`config.mk`:
```
export PLATFORM = sky130hd
export DESIGN_NAME = char_lcd_nibble_write_sequencer
export DESIGN_NICKNAME = d
export VERILOG_FILES = /design/src/rtl/core/clcd_pkg.sv /design/src/rtl/core/char_lcd_nibble_write_sequencer.sv
export SDC_FILE = /design/constraint.sdc
export NUM_CORES = 1
export LEC_CHECK = 0
export ABC_AREA = 1
export ABC_CLOCK_PERIOD_IN_PS = 3900
export BUFFER_PORTS_ARGS = -buffer_cell sky130_fd_sc_hd__buf_4
export CAP_MARGIN = 40
export CORE_ASPECT_RATIO = 1.4
export CORE_MARGIN = 1.5
export CORE_UTILIZATION = 35
export CTS_CLUSTER_SIZE = 20
export DETAILED_ROUTE_END_ITERATION = 7
export MAX_ROUTING_LAYER = met4
export PLACE_DENSITY = 0.6
export SKIP_CTS_REPAIR_TIMING = 1
export SYNTH_ARGS = -nofsm -noshare
export SYNTH_HDL_FRONTEND = slang
export SYNTH_SLANG_ARGS = --single-unit
```
`constraint.sdc`:
```
create_clock -name clk_i -period 3.9 [get_ports clk_i]
set_input_delay 0.585 -clock clk_i [delete_from_list [all_inputs] [get_ports clk_i]]
set_output_delay 0.585 -clock clk_i [all_outputs]
set_load 0.01 [all_outputs]
```
`src/rtl/core/clcd_pkg.sv`:
```
// Shared types, constants and control store for the character LCD write sequencer.
package clcd_pkg;

  typedef enum logic [2:0] {
    OP_CMD     = 3'd0,
    OP_DATA    = 3'd1,
    OP_PUTXY   = 3'd2,
    OP_CLRLINE = 3'd3,
    OP_INIT    = 3'd4
  } op_e;

  typedef enum logic [2:0] {
    REG_LINE0   = 3'd0,
    REG_LINE1   = 3'd1,
    REG_LINE2   = 3'd2,
    REG_LINE3   = 3'd3,
    REG_DISP_ON = 3'd4,
    REG_CUR_OFF = 3'd5,
    REG_HOME    = 3'd6,
    REG_CLEAR   = 3'd7
  } reg_idx_e;

  localparam int NumRegs = 8;
  localparam logic [7:0] CfgReset [NumRegs] = '{
    8'h80, 8'hC0, 8'h94, 8'hD4, 8'h0C, 8'h0C, 8'h02, 8'h01
  };

  localparam logic [7:0] SpaceChar = 8'h20;
  localparam int         MaxSpaces = 19;

  localparam logic [14:0] ByteWait   = 15'd45;
  localparam logic [14:0] SlowWait   = 15'd2000;
  localparam logic [14:0] NibWait    = 15'd2000;
  localparam logic [14:0] LongWait   = 15'd20000;
  localparam logic [14:0] PowerWait  = 15'd20000;
  localparam logic [14:0] SecondWait = 15'd5000;

  // micro-instruction fields
  typedef enum logic {UK_NIB, UK_BYTE} ukind_e;
  typedef enum logic [1:0] {SRC_CONST, SRC_IN, SRC_REG, SRC_ADDR} usrc_e;
  typedef enum logic [1:0] {PRE_NONE, PRE_POWER, PRE_SECOND} upre_e;
  typedef enum logic [1:0] {CTL_NEXT, CTL_LOOP, CTL_END} uctl_e;

  typedef struct packed {
    ukind_e     kind;
    logic       rs;
    usrc_e      src;
    logic [7:0] konst;
    upre_e      pre;
    logic       xtra;
    uctl_e      ctl;
  } uword_t;

  localparam int UpcW = 5;

  localparam logic [UpcW-1:0] EntryCmd     = 5'd0;
  localparam logic [UpcW-1:0] EntryData    = 5'd1;
  localparam logic [UpcW-1:0] EntryPutXy   = 5'd2;
  localparam logic [UpcW-1:0] EntryClrLine = 5'd4;
  localparam logic [UpcW-1:0] EntryInit    = 5'd6;

  function automatic uword_t mk(ukind_e kind, logic rs, usrc_e src, logic [7:0] konst,
                                upre_e pre, logic xtra, uctl_e ctl);
    uword_t w;
    w.kind  = kind;
    w.rs    = rs;
    w.src   = src;
    w.konst = konst;
    w.pre   = pre;
    w.xtra  = xtra;
    w.ctl   = ctl;
    return w;
  endfunction

  function automatic uword_t cmd_c(logic [7:0] k);
    return mk(UK_BYTE, 1'b0, SRC_CONST, k, PRE_NONE, 1'b0, CTL_NEXT);
  endfunction

  function automatic uword_t glyph_c(logic [7:0] k);
    return mk(UK_BYTE, 1'b1, SRC_CONST, k, PRE_NONE, 1'b0, CTL_NEXT);
  endfunction

  function automatic uword_t cmd_r(reg_idx_e r, logic xtra, uctl_e ctl);
    return mk(UK_BYTE, 1'b0, SRC_REG, {5'd0, r}, PRE_NONE, xtra, ctl);
  endfunction

  // control store
  function automatic uword_t ucode(logic [UpcW-1:0] upc);
    uword_t w;
    case (upc)
      5'd0:    w = mk(UK_BYTE, 1'b0, SRC_IN, 8'h00, PRE_NONE, 1'b0, CTL_END);
      5'd1:    w = mk(UK_BYTE, 1'b1, SRC_IN, 8'h00, PRE_NONE, 1'b0, CTL_END);
      5'd2:    w = mk(UK_BYTE, 1'b0, SRC_ADDR, 8'h00, PRE_NONE, 1'b0, CTL_NEXT);
      5'd3:    w = mk(UK_BYTE, 1'b1, SRC_IN, 8'h00, PRE_NONE, 1'b0, CTL_END);
      5'd4:    w = mk(UK_BYTE, 1'b0, SRC_ADDR, 8'h00, PRE_NONE, 1'b0, CTL_NEXT);
      5'd5:    w = mk(UK_BYTE, 1'b1, SRC_CONST, SpaceChar, PRE_NONE, 1'b0, CTL_LOOP);
      5'd6:    w = mk(UK_NIB, 1'b0, SRC_CONST, 8'h03, PRE_POWER, 1'b0, CTL_NEXT);
      5'd7:    w = mk(UK_NIB, 1'b0, SRC_CONST, 8'h03, PRE_SECOND, 1'b0, CTL_NEXT);
      5'd8:    w = mk(UK_NIB, 1'b0, SRC_CONST, 8'h03, PRE_NONE, 1'b0, CTL_NEXT);
      5'd9:    w = mk(UK_NIB, 1'b0, SRC_CONST, 8'h02, PRE_NONE, 1'b0, CTL_NEXT);
      5'd10:   w = cmd_c(8'h20);
      5'd11:   w = cmd_c(8'h28);
      5'd12:   w = cmd_c(8'h14);
      5'd13:   w = cmd_c(8'h0F);
      5'd14:   w = cmd_r(REG_CLEAR, 1'b0, CTL_NEXT);
      5'd15:   w = cmd_c(8'h06);
      5'd16:   w = cmd_r(REG_DISP_ON, 1'b1, CTL_NEXT);
      5'd17:   w = cmd_r(REG_CUR_OFF, 1'b0, CTL_NEXT);
      5'd18:   w = cmd_c(8'h40);
      5'd19:   w = glyph_c(8'h08);
      5'd20:   w = glyph_c(8'h0C);
      5'd21:   w = glyph_c(8'h0E);
      5'd22:   w = glyph_c(8'h0F);
      5'd23:   w = glyph_c(8'h0E);
      5'd24:   w = glyph_c(8'h0C);
      5'd25:   w = glyph_c(8'h08);
      5'd26:   w = glyph_c(8'h00);
      5'd27:   w = cmd_r(REG_HOME, 1'b0, CTL_END);
      default: w = mk(UK_BYTE, 1'b0, SRC_IN, 8'h00, PRE_NONE, 1'b0, CTL_END);
    endcase
    return w;
  endfunction

endpackage

```
`src/rtl/core/char_lcd_nibble_write_sequencer.sv`:
```
// Character LCD 4-bit write sequencer: request in, enable strobe records out.
//
// Slave stream takes one request, opcode on tuser (command, data, put char at
// column/row, clear line, init), byte, column and row on tdata.
// Master stream gives one record per LCD enable strobe:
// nibble, wait before and wait after the strobe, RS level on tuser and
// tlast on the final strobe of the request. A byte goes out as two records,
// high nibble first.
// The request is registered first; its first record is then loaded into the output register.
// Throughput: one record per cycle while the receiver takes them; a put-char
// or clear-line on a row above 3 spends a step with no record on the skipped
// address step. Init gives 40 records, clear line up to 40.
// A new request is taken as soon as the last record of the previous one sits
// in the output register. When the receiver stalls, the output record holds
// and the sequencer waits. Undefined opcodes are taken and give no records.
// Reset restores the register defaults (row bases 0x80/0xC0/0x94/0xD4, on and
// cursor-off 0x0C, home 0x02, clear 0x01) and empties the output.
// The user writes registers through cfg_we_i only while no request is in flight; the block does not enforce it.
module char_lcd_nibble_write_sequencer #(
  parameter int LINE_CHARS = 16
) (
  input  logic        clk_i,
  input  logic        rst_ni,
  input  logic        cfg_we_i,
  input  logic [2:0]  cfg_idx_i,
  input  logic [7:0]  cfg_wdata_i,
  input  logic        s_tvalid_i,
  output logic        s_tready_o,
  input  logic [15:0] s_tdata_i,   // byte_value[7:0], column[11:8], row[14:12]
  input  logic [2:0]  s_tuser_i,   // opcode[2:0]
  output logic        m_tvalid_o,
  input  logic        m_tready_i,
  output logic [39:0] m_tdata_o,   // nibble[3:0], pre_wait_us[18:4], post_wait_us[33:19]
  output logic        m_tuser_o,   // reg_select[0]
  output logic        m_tlast_o
);
  import clcd_pkg::*;

  localparam int NumSpaces = (LINE_CHARS > MaxSpaces) ? MaxSpaces : LINE_CHARS;
  localparam int CntW      = (NumSpaces > 1) ? $clog2(NumSpaces) : 1;
  localparam logic [CntW-1:0] LastSpace = CntW'(NumSpaces - 1);

  logic [7:0]      regs_q [NumRegs];
  logic            busy_q;
  logic [UpcW-1:0] upc_q;
  logic            half_q;
  logic [CntW-1:0] cnt_q;
  logic [7:0]      byte_q;
  logic [3:0]      col_q;
  logic [2:0]      row_q;

  logic            out_valid_q;
  logic [3:0]      out_nib_q;
  logic [14:0]     out_pre_q;
  logic [14:0]     out_post_q;
  logic            out_rs_q;
  logic            out_last_q;

  uword_t          uw;
  logic [7:0]      cur_byte;
  logic            skip;
  logic            advance;
  logic            rec_load;
  logic            fin;
  logic            slow_cmd;
  logic [14:0]     pre_w;
  logic [14:0]     post_low;
  logic            in_acc;
  op_e             in_op;

  assign s_tready_o = !busy_q;
  assign in_acc     = s_tvalid_i && !busy_q;
  assign in_op      = op_e'(s_tuser_i);
  assign advance    = busy_q && (!out_valid_q || m_tready_i);
  assign rec_load   = advance && !skip;

  always_comb begin
    uw = ucode(upc_q);
    case (uw.src)
      SRC_CONST: cur_byte = uw.konst;
      SRC_IN:    cur_byte = byte_q;
      SRC_REG:   cur_byte = regs_q[uw.konst[2:0]];
      SRC_ADDR:  cur_byte = regs_q[{1'b0, row_q[1:0]}] + {4'd0, col_q};
      default:   cur_byte = byte_q;
    endcase
    skip     = (uw.src == SRC_ADDR) && row_q[2];
    slow_cmd = !uw.rs && (cur_byte == regs_q[REG_HOME] || cur_byte == regs_q[REG_CLEAR]);
    post_low = ByteWait + (slow_cmd ? SlowWait : 15'd0) + (uw.xtra ? LongWait : 15'd0);
    case (uw.pre)
      PRE_POWER:  pre_w = PowerWait;
      PRE_SECOND: pre_w = SecondWait;
      default:    pre_w = 15'd0;
    endcase
    fin = (uw.ctl == CTL_END) || (uw.ctl == CTL_LOOP && cnt_q == LastSpace);
  end

  always_ff @(posedge clk_i or negedge rst_ni) begin
    if (!rst_ni) begin
      for (int i = 0; i < NumRegs; i++) begin
        regs_q[i] <= CfgReset[i];
      end
      busy_q      <= 1'b0;
      upc_q       <= '0;
      half_q      <= 1'b0;
      cnt_q       <= '0;
      out_valid_q <= 1'b0;
    end else begin
      if (cfg_we_i) begin
        regs_q[cfg_idx_i] <= cfg_wdata_i;
      end

      if (out_valid_q && m_tready_i && !rec_load) begin
        out_valid_q <= 1'b0;
      end

      if (in_acc) begin
        byte_q <= s_tdata_i[7:0];
        col_q  <= (in_op == OP_CLRLINE) ? 4'd0 : s_tdata_i[11:8];
        row_q  <= s_tdata_i[14:12];
        half_q <= 1'b0;
        cnt_q  <= '0;
        busy_q <= in_op inside {OP_CMD, OP_DATA, OP_PUTXY, OP_CLRLINE, OP_INIT};
        case (in_op)
          OP_CMD:     upc_q <= EntryCmd;
          OP_DATA:    upc_q <= EntryData;
          OP_PUTXY:   upc_q <= EntryPutXy;
          OP_CLRLINE: upc_q <= EntryClrLine;
          OP_INIT:    upc_q <= EntryInit;
          default:    ;
        endcase
      end else if (advance) begin
        if (skip) begin
          upc_q <= upc_q + 1'b1;
        end else begin
          out_valid_q <= 1'b1;
          out_rs_q    <= uw.rs;
          if (uw.kind == UK_NIB) begin
            out_nib_q  <= uw.konst[3:0];
            out_pre_q  <= pre_w;
            out_post_q <= NibWait;
            out_last_q <= (uw.ctl == CTL_END);
            if (uw.ctl == CTL_END) begin
              busy_q <= 1'b0;
            end else begin
              upc_q <= upc_q + 1'b1;
            end
          end else if (!half_q) begin
            out_nib_q  <= cur_byte[7:4];
            out_pre_q  <= 15'd0;
            out_post_q <= 15'd0;
            out_last_q <= 1'b0;
            half_q     <= 1'b1;
          end else begin
            out_nib_q  <= cur_byte[3:0];
            out_pre_q  <= 15'd0;
            out_post_q <= post_low;
            out_last_q <= fin;
            half_q     <= 1'b0;
            if (fin) begin
              busy_q <= 1'b0;
            end else if (uw.ctl == CTL_LOOP) begin
              cnt_q <= cnt_q + 1'b1;
            end else begin
              upc_q <= upc_q + 1'b1;
            end
          end
        end
      end
    end
  end

  assign m_tvalid_o = out_valid_q;
  assign m_tdata_o  = {6'd0, out_post_q, out_pre_q, out_nib_q};
  assign m_tuser_o  = out_rs_q;
  assign m_tlast_o  = out_last_q;

endmodule

```
---- Word level (Yosys, flattened, before mapping) ----
Memories as Yosys holds them, arrays and structs flattened.
Cells that the tools add are included.
storage, ports and cells
  output and inout bits ................... 44
  bits in registers ....................... 127
  bits in latches ......................... 0
  memories kept ........................... 1
  logic and storage cells ................. 142
  ROM bits ................................ 512
  memory bits (writable) .................. 0
memory list
  name              depth  bits a word  read ports  clocked after memory_dff  wr ports  RTL line        source
  (name not given)  32     16           1           0                         0         clcd_pkg.sv:90  case (upc)
cells by class
  reduce and logical (&&, ||, !) cells .... 32
  bitwise logic cells ..................... 5
  shift operators ......................... 0
  $add $sub $neg .......................... 5
  order comparisons ....................... 4
  mux-type cells .......................... 50
  multipliers ............................. 0
  equality and inequality tests ........... 23
  div/mod/pow operators ................... 0
operators by type and width
  kind                   count
  $bwmux 64              1
  $bmux 8 s3             2
  $mux 5                 8
  $mux 8                 5
  $mux 4                 9
  $pmux 8 s4             1
  $pmux 15 s2            1
  $pmux 5 s5             1
  $demux 8 s3            1
  $mux 11                2
  $mux 1                 18
  $eq 8x8->1             2
  $add 12x15->15         1
  $mux 15                1
  $add 6x11->12 const A  1
  $ge 4x4->1 const B     3
  $reduce_and 6->1       2
  $logic_and 1x1->1      9
  $add 8x4->8            1
  $eq 2x2->1 const B     4
  $ne 4x4->1 const B     2
  $not 3->4              2
  $reduce_bool 2->1      4
  $eq 2x1->1 const B     3
  other kinds (25)       35

---- Depth between registers and ports, before layout ----
  depth in word-level cells ............... 13
  mapped depth ............................ 28

---- Least setup slack after synthesis ----
OpenSTA, ideal clock, no wires.
  path kind ............................... register to register
  start point ............................. register row_q[1]
  end point ............................... register out_post_q[6], data pin
  period minus slack after synthesis ...... 3,473 ps
  stages on the path, launching flop included .. 24
  data arrival time ....................... 3,206 ps
  path slack .............................. 427 ps
  buffers on the path ..................... 1
  setup time .............................. 268 ps
  cell sequence ........................... edfxtp_1 inv_1 clkbuf_1 o21ai_0 a21oi_1 a21oi_1 ha_1 fa_1 inv_1 o21ai_0 or2_2 a31oi_1 nand2_1 nand2_1 nand2_1 nand2_1 nand2_1 nor2_1 nand2_1 nand2_1 nand2_1 ha_1 nand2_1 nand2_1
between the ends
  word-level cells in the longest chain between the ends .. 13
  elaborated cells between the ends (all ways) .. 14
RTL lines
  what                                          RTL line                                source
  start: declaration                            char_lcd_nibble_write_sequencer.sv:50   logic [2:0] row_q;
  start signal: assignment                      char_lcd_nibble_write_sequencer.sv:119  row_q <= s_tdata_i[14:12];
  $not 2->4 (implied by the code) *             char_lcd_nibble_write_sequencer.sv:83   SRC_ADDR: cur_byte = regs_q[{1'b0, row_q[1:0]}] + {4'd0, col_q};
  $bmux 8 s3 *                                  char_lcd_nibble_write_sequencer.sv:83
  $mux 8 (implied by the code) * (2 in series)  char_lcd_nibble_write_sequencer.sv:83
  $add 8x4->8 *                                 char_lcd_nibble_write_sequencer.sv:83
  $pmux 8 s4 *                                  char_lcd_nibble_write_sequencer.sv:79   case (uw.src)
  $eq 8x8->1                                    char_lcd_nibble_write_sequencer.sv:87   slow_cmd = !uw.rs && (cur_byte == regs_q[REG_HOME] || cur_byte == regs_q[REG_CLEAR]);
  $logic_or 1x1->1 *                            char_lcd_nibble_write_sequencer.sv:87
  $logic_and 1x1->1 *                           char_lcd_nibble_write_sequencer.sv:87
  $mux 11 *                                     char_lcd_nibble_write_sequencer.sv:88   post_low = ByteWait + (slow_cmd ? SlowWait : 15'd0) + (uw.xtra ? LongWait : 15'd0);
  $add 6x11->12 *                               char_lcd_nibble_write_sequencer.sv:88
  $add 12x15->15 *                              char_lcd_nibble_write_sequencer.sv:88
  $mux 11 *                                     char_lcd_nibble_write_sequencer.sv:147  end else if (!half_q) begin
  end signal: assignment                        char_lcd_nibble_write_sequencer.sv:140  out_post_q <= NibWait;
  end signal: assignment                        char_lcd_nibble_write_sequencer.sv:156  out_post_q <= post_low;
  end: declaration                              char_lcd_nibble_write_sequencer.sv:55   logic [14:0] out_post_q;
Every way passes the cells marked *; elsewhere a longest branch is shown, timed or not. The select of a mux whose other input is x is not followed.
A chain may end at the register's enable or synchronous reset.

---- Worst setup path in the final report ----
  start point ............................. register row_q[0]
  end point ............................... register out_post_q[6], data pin
The elaborated chain is that of the path after synthesis.

==> metrics.md <==
| Metric | Value |
|---|---|
| Slowest stage delay, CP | `0.38 ns` |
| Seq/Total Area, Yosys | `0.434` |
| CTS Buffer Depth | `2` |
| Worst hold path class | `in -> async` |
| Largest net degree at the start of global routing | `65` |
| IR drop worst, VDD | `0.256 mV` |
| Global-route wire length before repair | `28,500 um` |
| Die area | `0.0200 mm2` |
| EDFF count, synth | `33` |
| Critical path launch point | `row_q[0]` |
| Total CTS buffers | `9` |
| #FFs+latches synth | `109` |
| Clock sink count | `109` |
| Most numerous cell in the Yosys netlist | `nand2_1` |
| Clk_lat worst skew | `about 0.36 ns` |
| Max cap viols | `0` |
| CP endpoint kind | `flip-flop` |
| Number of I/O pins | `79` |
| Ys async rst share | `0.697` |
| Placed cells | `1,183` |
| Setup tns final | `0 ns` |
| Num rows | `59` |
| Worst path cell trace | `clkinv_1, buf_4, o21ai_0, a21oi_1, a21oi_1, ha_1, a21oi_1, o21ai_2, or2_2, a31oi_2, nand2_1, nand2_1, nand2_1, nand2_1, nand2_1, nor2_1, nand2_1, nand2_1, nand2_1, ha_1, nand2_1, nand2_1` |
| Filler Cells Inserted | `slightly below 2,000` |
| Skew final | `0.0126 ns` |
| Reg2reg end | `out_post_q[6]` |
| Slew Viols, Final | `0` |
| DRC viols | `0` |
| Final wirelength | `18,000 um` |
| IO Port Bufs | `63` |
| Most used DFF post-synth | `dfrtp_1` |
| Routed len/inst | `15.0 um` |
| Vias post-DR | `slightly below 6,000` |
| Slowest CP cell | `edfxtp_1` |
| Tmin final | `3.60 ns` |
| DIE WIDTH | `120 um` |
| Startpoint types | `flip-flop` |
| Yosys top cell area share | `0.224` |
| Layout cells sized above 1 | `0.164` |
| Initial core utilization | `0.359` |
| Final Hold Vio Count | `0` |
| Synth Area in XOR/XNOR | `0.00130` |
| Critical path data required time | `between 3 and 4 ns` |
| Vias in the first global route | `5,435` |
| Simple-gate share of the synthesized area | `0.281` |
| Core footprint | `between 0.015 and 0.02 mm2` |
| Warnings from Yosys | `0` |
| Clk pin slew, worst setup/hold paths | `around 0.07 ns` |
| Clock power frac | `0.163` |
| Mapped Avg Cell Area | `7.58 um2` |
| Power Density | `727 mW/mm2` |
| Main combinational cell family by area after synthesis | `simple AND/OR/NAND/NOR gates` |
| Routed Antenna Nets | `0` |
| Arrival time worst endpoint | `~3.7 ns` |
| Synthesized cell area | `0.00671 mm2` |
| Starting DRT DRC Count | `between 400 and 500` |
| Syn Inst Count | `886` |
| Mux cell area share after synthesis | `0` |
| CTS tree | `done` |
| Worst-margin pin slew | `0.654 ns` |
| FF-to-FF setup slack | `0.30 ns` |
| Antenna fix cells | `0` |
| Synth Area in Compound Gates | `0.127` |
| Area growth syn-to-layout | `16.2%` |
| Yosys cell types | `45` |
| Grt total ovfl | `0` |
| Reg power frac | `0.298` |
| RSZ-0062 raised after global routing | `no` |
| Slew Limit Headroom | `0.558` |
| Dpl hpwl | `13,500 um` |
| Switching Fraction | `0.459` |
| Die H | `167 um` |
| Post-Synth Adder-Cell Area | `0.0403` |
| Total number of H-tree levels | `3` |
| RePlAce Congestion | `0.912` |
| Internal cell power | `0.00307 W` |
| Lkg Pwr | `3.74 nW` |
| Status | `complete, no violations` |
| Nets | `1,007` |
| Reg2reg start | `row_q[0]` |
| Synth area leader | `dfrtp_1` |
| Most frequent CP cell | `nand2_1` |
| # setup viols final | `0` |
| Total power | `approximately 0.0057 W` |
| GRT Total Usage | `0.189` |
| P_sw | `0.00260 W` |
| CP Max Fanout | `9` |
| CP Class | `reg -> reg` |
| Worst path bufs/invs | `2` |
| Most frequent cells after synthesis | `nand2_1 (252), inv_1 (108), nand3_1 (94)` |
| Tcrit/Tclk final | `0.924` |
| Comb pwr share | `0.538` |
| Vias/cell | `4.96` |
| Top cells by area, synth | `dfrtp_1 (22%), edfxtp_1 (15%), nand2_1 (14%), nand3_1 (7.0%), o21ai_0 (6.9%)` |
| FMAX | `278 MHz` |
| Worst Reg-to-Reg Cells | `22` |
| Number of iterations in the first detailed-routing pass | `5` |
| CP delay by family, top | `simple AND/OR/NAND/NOR gates` |
| Finished Layout Cells | `1,200` |
| Clk root buf | `clkbuf_16` |
| Initial antenna violation count | `0` |
[registers in the layout, summed over array words and instances (netlist names), 4 cells and up]
register and cells:
regs_q 64, out_post_q 9, byte_q 8, upc_q 5
cnt_q 4, col_q 4, out_nib_q 4
[power groups by stage]
stage,registers (W),clock network (W),logic [W]
after CTS,0.00169,0.000946,0.00304
after global placement,0.00171,0,0.00300
final,0.00169,0.000927,0.00305
after global routing,0.00172,0.000994,0.00340
after floorplan,0.00168,0,0.00212
after detailed placement,0.00171,0,0.00303
[how the worst max path moves through the flow]
stage                     to  depth (start not counted)
2_1_floorplan  out_post_q[6]                         23
3_3_place_gp   out_post_q[6]                         22
3_5_place_dp   out_post_q[6]                         22
4_1_cts        out_post_q[6]                         22
5_1_grt        out_post_q[6]                         24
6_report       out_post_q[6]                         22
[area by class of cell]
class	instances	area, um2	area share
clock buffer	14	279	0.0358
clock inverter	2	17.5	0.00225
inverter	119	447	0.0573
multi-input combinational	622	3100	0.398
sequential	109	2910	0.373
tap	244	305	0.0391
timing repair buffer	90	733	0.0940
[cell families (layout without fill, tap and decap cells)]
| family | Yosys count | count (layout) |
|---|---|---|
| DFF | 109 | 109 |
| xor gates and xnor gates | 1 | 1 |
| other | 1 | 14 |
| AOI/OAI and AO/OA | 152 | 152 |
| adders and majority gates | 21 | 21 |
| buffers and inverters | 168 | 225 |
| and+or+nand+nor | 434 | 434 |
[per-stage QoR]
| step | cell area (um2) | util | hold WS [ns] | setup slack [ns] |
|---|---|---|---|---|
| 2_1_floorplan | 6760 | - | 0.289 | 0.427 |
| 3_3_place_gp | 7420 | 0.398 | 0.455 | 0.247 |
| 3_5_place_dp | 7450 | 0.399 | 0.465 | 0.210 |
| 4_1_cts | 7750 | 0.415 | 0.164 | 0.180 |
| 5_1_grt | 7800 | 0.418 | 0.179 | 0.0106 |
| 6_report | 7800 | 0.418 | 0.164 | 0.297 |
[worst register-to-register path: cells and delay by family (launching register included)]
family / cells / cell delay (ns)
simple gates: 12 / 1.11
compound gates: 6 / 0.95
fa+ha+maj: 2 / 0.61
flops: 1 / 0.38
buf+inv: 2 / 0.28
[cells in the final DEF (no fill, tap or decap), types with 2 or more instances in the layout]
cell	n
ha_1	19
nor3b_1	3
a21oi_4	2
o21a_1	2
nor3_1	4
nand3_2	2
nand2_2	6
nand2_4	2
a31oi_1	3
o221ai_1	2
inv_1	107
or2_2	2
clkinv_1	3
o21ai_2	3
nor2_2	3
nand3b_1	13
dfrtp_1	60
conb_1	14
dfstp_2	16
a21oi_1	27
buf_4	86
edfxtp_1	33
clkbuf_16	10
nand4_1	3
a21oi_2	3
o211ai_1	5
clkbuf_1	2
nand3_1	94
buf_12	3
o21ai_1	6
nand2_1	252
o21ai_0	91
clkinv_4	2
inv_2	9
nor2_1	47
[per-layer routing]
metal | global-route usage | vias up | share of wire
met5 | - | - | 0
met4 | 0.0911 | 0 | 0.036
met3 | 0.0209 | 40 | 0.034
met2 | 0.322 | 145 | 0.51
met1 | 0.221 | 2785 | 0.42
li1 | - | 2978 | -
No activity file was read; power rests on OpenSTA's default activity.
